File: src/hdl/rcppm_pkg.sv
`timescale 1ns / 1ps
// ----------------------------------------------------------------------------
// rcppm_pkg
// Shared types and constants of the PPM frame decoder.
// ----------------------------------------------------------------------------
package rcppm_pkg;

    localparam int MAX_CHANNELS_DEF = 16;
    localparam int CH_W   = 16;   // capture and interval width
    localparam int CNT_W  = 5;    // channel count width
    localparam int IDX_W  = 4;    // channel index width
    localparam int WORD_W = 32;   // counters and time stamps

    // Configuration register indexes.
    localparam logic [1:0] CFG_SYNC_MIN    = 2'd0;
    localparam logic [1:0] CFG_CHANNEL_MIN = 2'd1;
    localparam logic [1:0] CFG_CHANNEL_MAX = 2'd2;
    localparam logic [1:0] CFG_MIN_CHANNELS = 2'd3;

    // Reset values of the configuration registers.
    localparam logic [CH_W-1:0]  SYNC_MIN_RST     = 16'd2700;
    localparam logic [CH_W-1:0]  CHANNEL_MIN_RST  = 16'd750;
    localparam logic [CH_W-1:0]  CHANNEL_MAX_RST  = 16'd2250;
    localparam logic [CNT_W-1:0] MIN_CHANNELS_RST = 5'd4;

    typedef enum logic [0:0] {
        ST_IDLE,
        ST_EMIT
    } state_t;

endpackage

File: src/hdl/rc_ppm_frame_decoder_core.sv
`timescale 1ns / 1ps
// ----------------------------------------------------------------------------
// rc_ppm_frame_decoder_core
// PPM pulse train decoder: one input item per captured edge, frames of
// channel widths out.
// ----------------------------------------------------------------------------
// Each input item yields a single status item, unless it closes a frame
// that holds enough channels. In that case the channel widths sit in a row
// of cells and shift out toward cell 0, one result item per cycle while the
// output is not stalled, and the next input item is not taken until the
// last channel of the frame has been emitted. An input item is taken
// whenever the block is not emitting a frame and the output register is
// empty or being read in the same cycle.
module rc_ppm_frame_decoder_core
    import rcppm_pkg::*;
#(
    parameter int MAX_CHANNELS = MAX_CHANNELS_DEF
) (
    input  logic         aclk,
    input  logic         aresetn,
    // Configuration write port.
    input  logic         cfg_we,
    input  logic [1:0]   cfg_index,
    input  logic [15:0]  cfg_wdata,
    // Input edges.
    input  logic         s_tvalid,
    output logic         s_tready,
    // capture_time[15:0], overcapture[16], time_now[48:17], zero pad
    input  logic [55:0]  s_tdata,
    // Results.
    output logic         m_tvalid,
    input  logic         m_tready,
    // channel_index[3:0], channel_width[19:4], channel_count[24:20],
    // frame_sequence[56:25], error_count[88:57], frame_time[120:89], zero pad
    output logic [127:0] m_tdata,
    // frame_valid[0]
    output logic         m_tuser,
    output logic         m_tlast
);

    localparam int CAP = (MAX_CHANNELS < 16) ? MAX_CHANNELS : 16;
    localparam logic [CNT_W-1:0] CAP_CNT = CNT_W'(CAP);

    // Configuration registers.
    logic [CH_W-1:0]  sync_min_reg, chan_min_reg, chan_max_reg;
    logic [CNT_W-1:0] min_chan_reg;

    always_ff @(posedge aclk) begin
        if (!aresetn) begin
            sync_min_reg <= SYNC_MIN_RST;
            chan_min_reg <= CHANNEL_MIN_RST;
            chan_max_reg <= CHANNEL_MAX_RST;
            min_chan_reg <= MIN_CHANNELS_RST;
        end else if (cfg_we) begin
            unique case (cfg_index)
                CFG_SYNC_MIN:     sync_min_reg <= cfg_wdata;
                CFG_CHANNEL_MIN:  chan_min_reg <= cfg_wdata;
                CFG_CHANNEL_MAX:  chan_max_reg <= cfg_wdata;
                CFG_MIN_CHANNELS: min_chan_reg <= cfg_wdata[CNT_W-1:0];
                default: ;
            endcase
        end
    end

    // Decoder state.
    state_t            state_reg, state_next;
    logic [CH_W-1:0]   prev_reg, prev_next;
    logic              seen_reg, seen_next;
    logic              in_frame_reg, in_frame_next;
    logic [CNT_W-1:0]  fill_reg, fill_next;
    logic [WORD_W-1:0] errors_reg, errors_next;
    logic [WORD_W-1:0] frames_reg, frames_next;
    logic [WORD_W-1:0] stamp_reg, stamp_next;
    logic [IDX_W-1:0]  emit_idx_reg, emit_idx_next;

    // Output register.
    logic              m_valid_reg, m_valid_next;
    logic              o_fvalid_reg, o_fvalid_next;
    logic [IDX_W-1:0]  o_idx_reg, o_idx_next;
    logic [CH_W-1:0]   o_width_reg, o_width_next;
    logic [CNT_W-1:0]  o_count_reg, o_count_next;
    logic              o_last_reg, o_last_next;

    // Cell chain controls.
    logic              wr_en;
    logic [CNT_W-1:0]  wr_slot;
    logic [CH_W-1:0]   interval;
    logic              shift_en;
    logic [CH_W-1:0]   cell_q [CAP];

    logic [CH_W-1:0]   cap_time;
    logic              ovr;
    logic [WORD_W-1:0] now;
    logic              in_acc;
    logic              out_free;

    assign cap_time = s_tdata[15:0];
    assign ovr      = s_tdata[16];
    assign now      = s_tdata[48:17];
    assign interval = cap_time - prev_reg;
    assign out_free = !m_valid_reg || m_tready;
    assign s_tready = (state_reg == ST_IDLE) && out_free;
    assign in_acc   = s_tvalid && s_tready;

    always_comb begin
        logic [WORD_W-1:0] err_t;
        logic              inf_t;
        logic [CNT_W-1:0]  fill_t;
        logic [CNT_W-1:0]  need;
        logic              pub;

        state_next    = state_reg;
        prev_next     = prev_reg;
        seen_next     = seen_reg;
        in_frame_next = in_frame_reg;
        fill_next     = fill_reg;
        errors_next   = errors_reg;
        frames_next   = frames_reg;
        stamp_next    = stamp_reg;
        emit_idx_next = emit_idx_reg;
        m_valid_next  = m_valid_reg && !m_tready;
        o_fvalid_next = o_fvalid_reg;
        o_idx_next    = o_idx_reg;
        o_width_next  = o_width_reg;
        o_count_next  = o_count_reg;
        o_last_next   = o_last_reg;
        wr_en         = 1'b0;
        wr_slot       = fill_reg;
        shift_en      = 1'b0;

        err_t  = errors_reg + {{(WORD_W-1){1'b0}}, ovr};
        inf_t  = in_frame_reg && !ovr;
        fill_t = ovr ? '0 : fill_reg;
        need   = (min_chan_reg == '0) ? CNT_W'(1) : min_chan_reg;
        pub    = 1'b0;

        unique case (state_reg)
            ST_IDLE: begin
                if (in_acc) begin
                    prev_next = cap_time;
                    if (!seen_reg) begin
                        seen_next = 1'b1;
                    end else if (interval >= sync_min_reg) begin
                        if (inf_t && fill_t >= need) begin
                            stamp_next  = now;
                            frames_next = frames_reg + 1'b1;
                            pub         = 1'b1;
                        end else if (inf_t && fill_t != '0) begin
                            // A short frame closed by a sync gap.
                            err_t = err_t + 1'b1;
                        end
                        if (!pub) begin
                            fill_t = '0;
                        end
                        inf_t = 1'b1;
                    end else if (inf_t && interval >= chan_min_reg &&
                                 interval <= chan_max_reg && fill_t < CAP_CNT) begin
                        wr_en   = 1'b1;
                        wr_slot = fill_t;
                        fill_t  = fill_t + 1'b1;
                    end else begin
                        err_t  = err_t + 1'b1;
                        fill_t = '0;
                        inf_t  = 1'b0;
                    end
                    errors_next   = err_t;
                    in_frame_next = inf_t;
                    fill_next     = fill_t;
                    if (pub) begin
                        state_next    = ST_EMIT;
                        emit_idx_next = '0;
                    end else begin
                        m_valid_next  = 1'b1;
                        o_fvalid_next = 1'b0;
                        o_idx_next    = '0;
                        o_width_next  = '0;
                        o_count_next  = '0;
                        o_last_next   = 1'b1;
                    end
                end
            end
            ST_EMIT: begin
                if (out_free) begin
                    shift_en      = 1'b1;
                    m_valid_next  = 1'b1;
                    o_fvalid_next = 1'b1;
                    o_idx_next    = emit_idx_reg;
                    o_width_next  = cell_q[0];
                    o_count_next  = fill_reg;
                    o_last_next   = ({1'b0, emit_idx_reg} + 1'b1) == fill_reg;
                    emit_idx_next = emit_idx_reg + 1'b1;
                    if (o_last_next) begin
                        fill_next  = '0;
                        state_next = ST_IDLE;
                    end
                end
            end
            default: state_next = ST_IDLE;
        endcase
    end

    always_ff @(posedge aclk) begin
        if (!aresetn) begin
            state_reg    <= ST_IDLE;
            prev_reg     <= '0;
            seen_reg     <= 1'b0;
            in_frame_reg <= 1'b0;
            fill_reg     <= '0;
            errors_reg   <= '0;
            frames_reg   <= '0;
            stamp_reg    <= '0;
            emit_idx_reg <= '0;
            m_valid_reg  <= 1'b0;
        end else begin
            state_reg    <= state_next;
            prev_reg     <= prev_next;
            seen_reg     <= seen_next;
            in_frame_reg <= in_frame_next;
            fill_reg     <= fill_next;
            errors_reg   <= errors_next;
            frames_reg   <= frames_next;
            stamp_reg    <= stamp_next;
            emit_idx_reg <= emit_idx_next;
            m_valid_reg  <= m_valid_next;
        end
    end

    always_ff @(posedge aclk) begin
        o_fvalid_reg <= o_fvalid_next;
        o_idx_reg    <= o_idx_next;
        o_width_reg  <= o_width_next;
        o_count_reg  <= o_count_next;
        o_last_reg   <= o_last_next;
    end

    // Channel store: cell 0 feeds the output, the others move one place
    // toward it on every emitted channel item.
    for (genvar i = 0; i < CAP; i++) begin : g_cell
        logic [CH_W-1:0] nb;
        if (i == CAP - 1) begin : g_tail
            assign nb = '0;
        end else begin : g_mid
            assign nb = cell_q[i+1];
        end
        rcppm_cell u_cell (
            .aclk        (aclk),
            .wr_en       (wr_en && (wr_slot == CNT_W'(i))),
            .wr_data     (interval),
            .shift_en    (shift_en),
            .neighbor_in (nb),
            .value_out   (cell_q[i])
        );
    end

    // Counters are stable while a result waits, so they are read directly.
    assign m_tvalid = m_valid_reg;
    assign m_tuser  = o_fvalid_reg;
    assign m_tlast  = o_last_reg;
    assign m_tdata  = {7'd0, stamp_reg, errors_reg, frames_reg,
                       o_count_reg, o_width_reg, o_idx_reg};

endmodule

File: src/hdl/rcppm_cell.sv
`timescale 1ns / 1ps
// ----------------------------------------------------------------------------
// rcppm_cell
// One channel slot of the store chain: loaded when its slot is written,
// and takes its right neighbor's value when the chain shifts out.
// ----------------------------------------------------------------------------
module rcppm_cell
    import rcppm_pkg::*;
(
    input  logic            aclk,
    input  logic            wr_en,
    input  logic [CH_W-1:0] wr_data,
    input  logic            shift_en,
    input  logic [CH_W-1:0] neighbor_in,
    output logic [CH_W-1:0] value_out
);

    logic [CH_W-1:0] value_reg;

    always_ff @(posedge aclk) begin
        if (wr_en) begin
            value_reg <= wr_data;
        end else if (shift_en) begin
            value_reg <= neighbor_in;
        end
    end

    assign value_out = value_reg;

endmodule
File: config.mk
export PLATFORM = sky130hd
export DESIGN_NAME = rc_ppm_frame_decoder_core
export DESIGN_NICKNAME = d
export VERILOG_FILES = /design/src/hdl/rcppm_pkg.sv /design/src/hdl/rc_ppm_frame_decoder_core.sv /design/src/hdl/rcppm_cell.sv
export SDC_FILE = /design/constraint.sdc
export NUM_CORES = 1
export LEC_CHECK = 0
export BUFFER_PORTS_ARGS = -buffer_cell sky130_fd_sc_hd__clkbuf_2
export CAP_MARGIN = 15
export CORE_MARGIN = 2
export CORE_UTILIZATION = 33
export CTS_CLUSTER_SIZE = 10
export DETAILED_ROUTE_END_ITERATION = 16
export GPL_TIMING_DRIVEN = 0
export PLACE_DENSITY = 0.53
export SLEW_MARGIN = 20
export SYNTH_ARGS = -nofsm -noshare
export SYNTH_HDL_FRONTEND = slang
export SYNTH_SLANG_ARGS = --single-unit
export TNS_END_PERCENT = 50
File: constraint.sdc
create_clock -name aclk -period 18.2 [get_ports aclk]
set_input_delay 1.82 -clock aclk [delete_from_list [all_inputs] [get_ports aclk]]
set_output_delay 1.82 -clock aclk [all_outputs]
set_load 0.005 [all_outputs]
### After elaboration in Yosys (flattened, before gate mapping)

Cells that the tools add are included.

* input bits: 79
* logic and storage cells: 234
* output and inout port bits: 132
* flip-flop bits (word level): 461

* bitwise gates (word level): 1
* equal/unequal tests: 24
* reductions and logical operators: 58
* add/sub/neg operators: 7
* order comparisons: 5
* mux-type cells: 104

Operators by type and width (number)
* 16-bit two-way mux: 35
* 32-bit two-way mux: 5
* 5-bit two-way mux: 17
* 32-bit by 1-bit adder with 32-bit output (second input constant): 2
* 5-bit by 4-bit == test with 1-bit output (second input constant): 8
* 32-bit by 1-bit adder with 32-bit output: 1
* 16-bit greater-or-equal comparator: 2
* 1-bit two-way mux: 32
* 16-bit one-hot mux with 2 select lines: 1
* 2-bit nonzero test: 16
* 1-bit logical AND: 25
* 4-bit two-way mux: 6
* 5-bit by 3-bit == test with 1-bit output (second input constant): 4
* 5-bit one-hot mux with 2 select lines: 2
* 16-bit less-or-equal comparator: 1
* 4-bit one-hot mux with 2 select lines: 2
* 16-bit subtractor: 1
* 5-bit by 2-bit == test with 1-bit output (second input constant): 2
* 5-bit zero test: 2
* 2-bit AND reduction: 5
* 3-bit AND reduction: 3
* 1-bit one-hot mux with 2 select lines: 4
* 2-bit by 1-bit != test with 1-bit output (second input constant): 3
* 4-bit by 1-bit adder with 5-bit output (second input constant): 1
* other kinds (15): 19

### Longest topological paths before layout

* word-level depth: 16
* mapped depth: 26
* gate-level depth less buffers: 23

### Cells and area by module

Synthesis repeated with hierarchy kept, for this count alone.

* cell total of the unflattened synthesis: 1930
* area total of the unflattened synthesis: 22814.4 um^2

Modules (own cells, without submodules)
* rcppm_cell: sequential area each 480.5 um^2, times used 16, area each 732.0 um^2, cells each 35
* rc_ppm_frame_decoder_core: sequential area each 4374.2 um^2, times used 1, area each 11103.1 um^2, cells each 1370

### Worst setup path after synthesis

Ideal clock, no wire load.

* path type: input -> register
* start point: in s_tdata[0]
* end point: reg o_last_reg, in the netlist m_tlast, enable pin
* data required time: 17751 ps
* stages: 21
* library setup time: 449 ps
* buffers on the path: 2
* arrival: 7597 ps
* slack: 10154 ps
* cells stage by stage: inv_1 > ha_1 > inv_1 > fa_1 > a21o_1 > a21oi_1 > o21a_1 > o31ai_1 > nor4_1 > o41ai_1 > a21oi_1 > xor2_1 > clkbuf_1 > inv_1 > ha_1 > a21o_1 > a221oi_2 > and2_1 > buf_2 > nor3_1 > o21ai_0

* longest elaborated chain between the ends: 8

Ends and longest elaborated chain
* start: declaration: RTL line rc_ppm_frame_decoder_core.sv:29 `input logic [55:0] s_tdata,`
* 16-bit subtractor: RTL line rc_ppm_frame_decoder_core.sv:100 `assign interval = cap_time - prev_reg;`
* via g_cell[0].u_cell.wr_data[14]: RTL line rcppm_cell.sv:12 `input logic [CH_W-1:0] wr_data,`
* 16-bit greater-or-equal comparator: RTL line rc_ppm_frame_decoder_core.sv:143 `end else if (interval >= sync_min_reg) begin`
* 1-bit two-way mux: RTL line rc_ppm_frame_decoder_core.sv:143
* 1-bit two-way mux: RTL line rc_ppm_frame_decoder_core.sv:141 `if (!seen_reg) begin`
* 1-bit two-way mux: RTL line rc_ppm_frame_decoder_core.sv:139 `if (in_acc) begin`
* 1-bit two-way mux: RTL line rc_ppm_frame_decoder_core.sv:137 `unique case (state_reg)`
* 2-bit != test (no line)
* 3-bit AND reduction (no line)
* end signal: assignment: RTL line rc_ppm_frame_decoder_core.sv:233 `o_last_reg <= o_last_next;`
* end: declaration: RTL line rc_ppm_frame_decoder_core.sv:82 `logic o_last_reg, o_last_next;`

The timed path passes the listed nets, and every way through them passes these cells. The select of a mux whose other input is x is not followed.
A chain may end at the register's enable or synchronous reset.

### Worst setup path in the final report

* start point: in s_tdata[0]
* end point: reg g_cell[15].u_cell.value_reg[12], enable pin

* longest elaborated chain between the ends: 13
* elaborated cells between the ends (all ways): 20
* classes of those cells: add/sub: 1; order compare: 3; eq/ne: 1; mux: 10; reduce/logical: 5

Ends and longest elaborated chain
* 16-bit subtractor *: RTL line rc_ppm_frame_decoder_core.sv:100
* via g_cell[0].u_cell.wr_data[14]: RTL line rcppm_cell.sv:12
* 16-bit greater-or-equal comparator: RTL line rc_ppm_frame_decoder_core.sv:156 `end else if (inf_t && interval >= chan_min_reg &&`
* 1-bit logical AND (2 in a row): RTL line rc_ppm_frame_decoder_core.sv:156
* 1-bit logical AND: RTL line rc_ppm_frame_decoder_core.sv:157 `interval <= chan_max_reg && fill_t < CAP_CNT) begin`
* 5-bit two-way mux: RTL line rc_ppm_frame_decoder_core.sv:156
* 5-bit two-way mux: RTL line rc_ppm_frame_decoder_core.sv:143
* 5-bit two-way mux: RTL line rc_ppm_frame_decoder_core.sv:141
* 5-bit two-way mux: RTL line rc_ppm_frame_decoder_core.sv:139
* 5-bit two-way mux: RTL line rc_ppm_frame_decoder_core.sv:137
* 5-bit by 4-bit == test with 1-bit output: RTL line rc_ppm_frame_decoder_core.sv:247 `.wr_en (wr_en && (wr_slot == CNT_W'(i))),`
* 1-bit logical AND *: RTL line rc_ppm_frame_decoder_core.sv:247
* 2-bit nonzero test (no line) *
* end signal: assignment: RTL line rcppm_cell.sv:22 `value_reg <= wr_data;`
* end signal: assignment: RTL line rcppm_cell.sv:24 `value_reg <= neighbor_in;`
* end: declaration: RTL line rcppm_cell.sv:18 `logic [CH_W-1:0] value_reg;`

Mark *: on every way through the listed nets, which the timed path passes. The rest lies on a longest branch.

==> summary.txt <==
Outcome
  • Outcome: completed

Logic synthesis
  • Mapped Avg Cell Area: 9.744 sq um
  • Syn Std Cell Area: 0.02167 sq mm
  • Number of warning messages in the yosys log: 0
  • Number of storage elements in the synthesis netlist: 461
  • Number of distinct library cells after synthesis: 79
  • Cell count after synthesis: 2224
  • Post-synthesis sequential area ratio: 55.66%
  • Area fraction of the dominant cell type after synthesis: 39.21%
  • Dominant cells by area after synthesis: sky130_fd_sc_hd__edfxtp_1 (39%), sky130_fd_sc_hd__dfxtp_1 (16%), sky130_fd_sc_hd__nand2_1 (8.6%), sky130_fd_sc_hd__o21ai_0 (6.3%), sky130_fd_sc_hd__ha_1 (4.3%)
  • Synth area leader: sky130_fd_sc_hd__edfxtp_1
  • Proportion of synthesized flip-flops having asynchronous set or reset: 0%
  • Top flip-flop cell by instance count after synthesis: sky130_fd_sc_hd__edfxtp_1
  • Number of synthesized flops with an enable pin: 283

Timing
  • Highest achievable clock rate: 111.1 MHz
  • Worst hold-check slack: 0.4529 ns
  • Crit share post-route: 49.45%
  • Pins Over Slew Limit: 0
  • Worst-Margin Slew: 0.9715 ns
  • Worst setup skew after layout: 0.04144 ns
  • RSZ-0062 raised after global routing: no
  • Minimum clock period: 9.000 ns
  • Final worst-path setup slack: 9.200 ns
  • Final setup fails: 0
  • Final TNS setup: 0 ns
  • Worst slew margin relative to its limit: 34.73%
  • Count of final hold-check violations: 0

CTS
  • Post-CTS Setup Bufs: 0
  • Clock-pin slew on the worst setup and hold paths: 0.05 ns
  • Cts bufs inserted: 54
  • CTS tree: built
  • Root buffer cell: sky130_fd_sc_hd__clkbuf_16
  • Maximum buffer depth of the clock tree: 3
  • Post-cts gate resize count: 0
  • Quantity of hold-fixing buffers added after cts: 0
  • Source-to-sink clock delay at the later pin of the worst-skew pair: 0.63 ns
  • Sinks on the clock net: 461
  • Maximum level of the CTS H-tree: 2

Finish
  • Flip-flop count of the largest register, all copies and words added: 256
  • Share of layout cells above drive strength 1: 12.84%
  • # fillers: 6546
  • Number of nets in the layout: 2638
  • Total inserted antenna cells: 0
  • Most common cell after layout, fill and taps aside: sky130_fd_sc_hd__nand2_1
  • Area grow syn2layout: 17.32%
  • Final core utilization: 39.30%
  • Commonest cells after routing, fill and taps aside: sky130_fd_sc_hd__nand2_1 (494), sky130_fd_sc_hd__edfxtp_1 (283), sky130_fd_sc_hd__o21ai_0 (270), sky130_fd_sc_hd__clkbuf_2 (196), sky130_fd_sc_hd__dfxtp_1 (178)

GRT
  • Combined global-route utilization of all metal layers: 17.42%
  • Maximum number of pins on one net before global-route repair: 24
  • Aggregate global routing overflow: 0
  • Initial antenna violation count: 1
  • Vias in the first global route: 16675
  • First-pass GRT wire length: 92930 microns

Setup path
  • Endpoint of the worst setup timing path: g_cell[15].u_cell.value_out[12]
  • Kind of end point of the critical path: flip-flop
  • Setup slack of the worst register-to-register path: 10.24 ns
  • Maximum fanout along the worst path: 16
  • Signal arrival time at the worst endpoint: 9.22 ns
  • R2R depth: 23
  • Sort of element at the start of the critical path: input pin
  • Classification of the worst setup path: input pin to flip-flop
  • Endpoint of the worst-slack reg-to-reg timing path: g_cell[15].u_cell.value_out[12]
  • Critical Path Source: s_tdata[0]
  • FF-to-FF Start: prev_reg[0]
  • Data required time at the worst endpoint: 18.42 ns

Power
  • Leakage dissipation: 9.674 nW
  • Areal power density over the cells: 92.96 mW/mm^2
  • Max VDD drop: 68.13 uV

Die
  • Core ar.: 0.06470 sq mm
  • Die boundary height: 260.3 microns
  • Die width: 260.3 microns
  • Row count: 93
  • Number of I/O pins: 211
  • Effective utilization at floorplan: 33.50%
  • Die Footprint: 0.06774 sq mm

Drt
  • Via count normalized by instance count: 5.011
  • Number of DRC markers after the initial detailed-route iteration: 995
  • Final Routed Wirelength: 59510 microns
  • DR vias: 16926
  • Post-route antenna net violation count: 0
  • Wire length per cell: 17.62 microns
  • Count of unresolved DRC violations after routing: 0
  • DRT Pass-1 Iters: 5

Place
  • Post-detailed-placement half-perimeter wirelength: 44840 microns
  • GPL Wtd Cong: 0.8723
  • Dpl ws: 8.386 ns
  • Quantity of I/O buffers inserted on ports: 196

Hold path
  • Hold WC Path Type: flip-flop to flip-flop

Flow run
  • Max Cap Viol: 0
## synth_stat cells, types with 5 or more instances
library cell	instances
sky130_fd_sc_hd__or3_1	24
sky130_fd_sc_hd__xnor2_1	25
sky130_fd_sc_hd__a22oi_1	5
sky130_fd_sc_hd__and3_1	16
sky130_fd_sc_hd__nand3_1	39
sky130_fd_sc_hd__xor2_1	32
sky130_fd_sc_hd__buf_2	6
sky130_fd_sc_hd__ha_1	75
sky130_fd_sc_hd__inv_1	97
sky130_fd_sc_hd__clkbuf_1	117
sky130_fd_sc_hd__nand4_1	33
sky130_fd_sc_hd__a21o_1	10
sky130_fd_sc_hd__nand3b_1	5
sky130_fd_sc_hd__and2_1	38
sky130_fd_sc_hd__dfxtp_1	178
sky130_fd_sc_hd__buf_4	7
sky130_fd_sc_hd__mux2_2	24
sky130_fd_sc_hd__nor4_1	13
sky130_fd_sc_hd__o21ai_0	271
sky130_fd_sc_hd__a21oi_1	134
sky130_fd_sc_hd__nand2_1	494
sky130_fd_sc_hd__nand2b_1	17
sky130_fd_sc_hd__nor2b_1	13
sky130_fd_sc_hd__or2_2	5
sky130_fd_sc_hd__a31oi_1	9
sky130_fd_sc_hd__o211ai_1	29
sky130_fd_sc_hd__nor2_1	87
sky130_fd_sc_hd__edfxtp_1	283
sky130_fd_sc_hd__o21a_1	10
sky130_fd_sc_hd__mux2i_1	10
sky130_fd_sc_hd__o21bai_1	8
sky130_fd_sc_hd__nor3_1	24
sky130_fd_sc_hd__a211oi_1	10
## area by class of cell
| cell class | instances | area, sq um | share of cell area (%) |
|---|---|---|---|
| Multi-Input combinational cell | 1538 | 8751 | 34.42 |
| Buffer | 133 | 533.0 | 2.096 |
| Inverter | 98 | 367.9 | 1.447 |
| Tap cell | 855 | 1070 | 4.208 |
| Clock inverter | 5 | 71.32 | 0.2805 |
| Sequential cell | 461 | 12060 | 47.44 |
| Clock buffer | 91 | 1562 | 6.142 |
| Timing Repair Buffer | 197 | 1008 | 3.967 |
## how the worst min path moves through the flow
stage / startpoint / end / slack, ns / cells past startpoint
finish: chan_max_reg[9] / chan_max_reg[9] / 0.45 / 2
global route: stamp_reg[0] / stamp_reg[0] / 0.47 / 2
CTS: chan_max_reg[9] / chan_max_reg[9] / 0.45 / 2
detailed placement: stamp_reg[20] / stamp_reg[20] / 0.45 / 2
global placement: stamp_reg[4] / stamp_reg[4] / 0.44 / 2
floorplan: chan_max_reg[10] / chan_max_reg[10] / 0.44 / 2
## routing by layer
layer  track usage (%)  wire length (microns)  up-vias
met5                 0                      0        -
met4             5.730                   1662        0
met3             3.283                   3289       94
met2             29.68                  28460      439
met1             22.25                  26100     8040
li1                  -                      -     8353
## critical path, stage by stage
cell and delay (ns):
sky130_fd_sc_hd__clkbuf_2 0.10, sky130_fd_sc_hd__inv_1 0.05, sky130_fd_sc_hd__ha_1 0.16, sky130_fd_sc_hd__inv_1 0.05, sky130_fd_sc_hd__fa_1 0.43, sky130_fd_sc_hd__a21o_1 0.18
sky130_fd_sc_hd__a21oi_1 0.27, sky130_fd_sc_hd__o21a_1 0.26, sky130_fd_sc_hd__o31ai_1 0.15, sky130_fd_sc_hd__nor4_1 0.30, sky130_fd_sc_hd__o41ai_1 0.14, sky130_fd_sc_hd__a21oi_1 0.19
sky130_fd_sc_hd__xor2_1 0.58, sky130_fd_sc_hd__clkbuf_1 0.64, sky130_fd_sc_hd__inv_1 0.24, sky130_fd_sc_hd__ha_1 0.35, sky130_fd_sc_hd__a21o_1 0.18, sky130_fd_sc_hd__a221oi_2 0.72
sky130_fd_sc_hd__nand2_1 0.28, sky130_fd_sc_hd__nor3_2 0.36, sky130_fd_sc_hd__buf_2 0.28, sky130_fd_sc_hd__and3_1 0.35, sky130_fd_sc_hd__nand2_1 0.25, sky130_fd_sc_hd__clkbuf_1 0.28
sky130_fd_sc_hd__nand2_1 0.59
## stage by stage
step                      cell area (sq um)  cells  total power, mW
after global routing                  25420   3378            2.450
after global placement                23740   3281            1.362
after detailed placement              23790   3282            1.369
after floorplan                       21690   2230            1.270
final                                 25420   3378            2.363
after CTS                             25420   3378            2.387
## power by group
group	switching, mW	internal, mW	total (mW)
Sequential	0.00591	1.11	1.11
Clock	0.425	0.593	1.02
Combinational	0.164	0.0678	0.232
Total	0.595	1.77	2.36
## logic make-up (layout without fill, tap and decap cells)
logic type / after synthesis / in the layout / synth area share, %
compound gates: 531 / 531 / 14.26
xor+xnor: 57 / 57 / 2.304
fa+ha+maj: 76 / 76 / 4.423
buf+inv: 231 / 524 / 4.157
flops: 461 / 461 / 55.66
mux: 34 / 34 / 1.709
other cells: 1 / 7 / 0.01730
simple gates: 833 / 833 / 17.47
(Power assumes the default switching activity.)
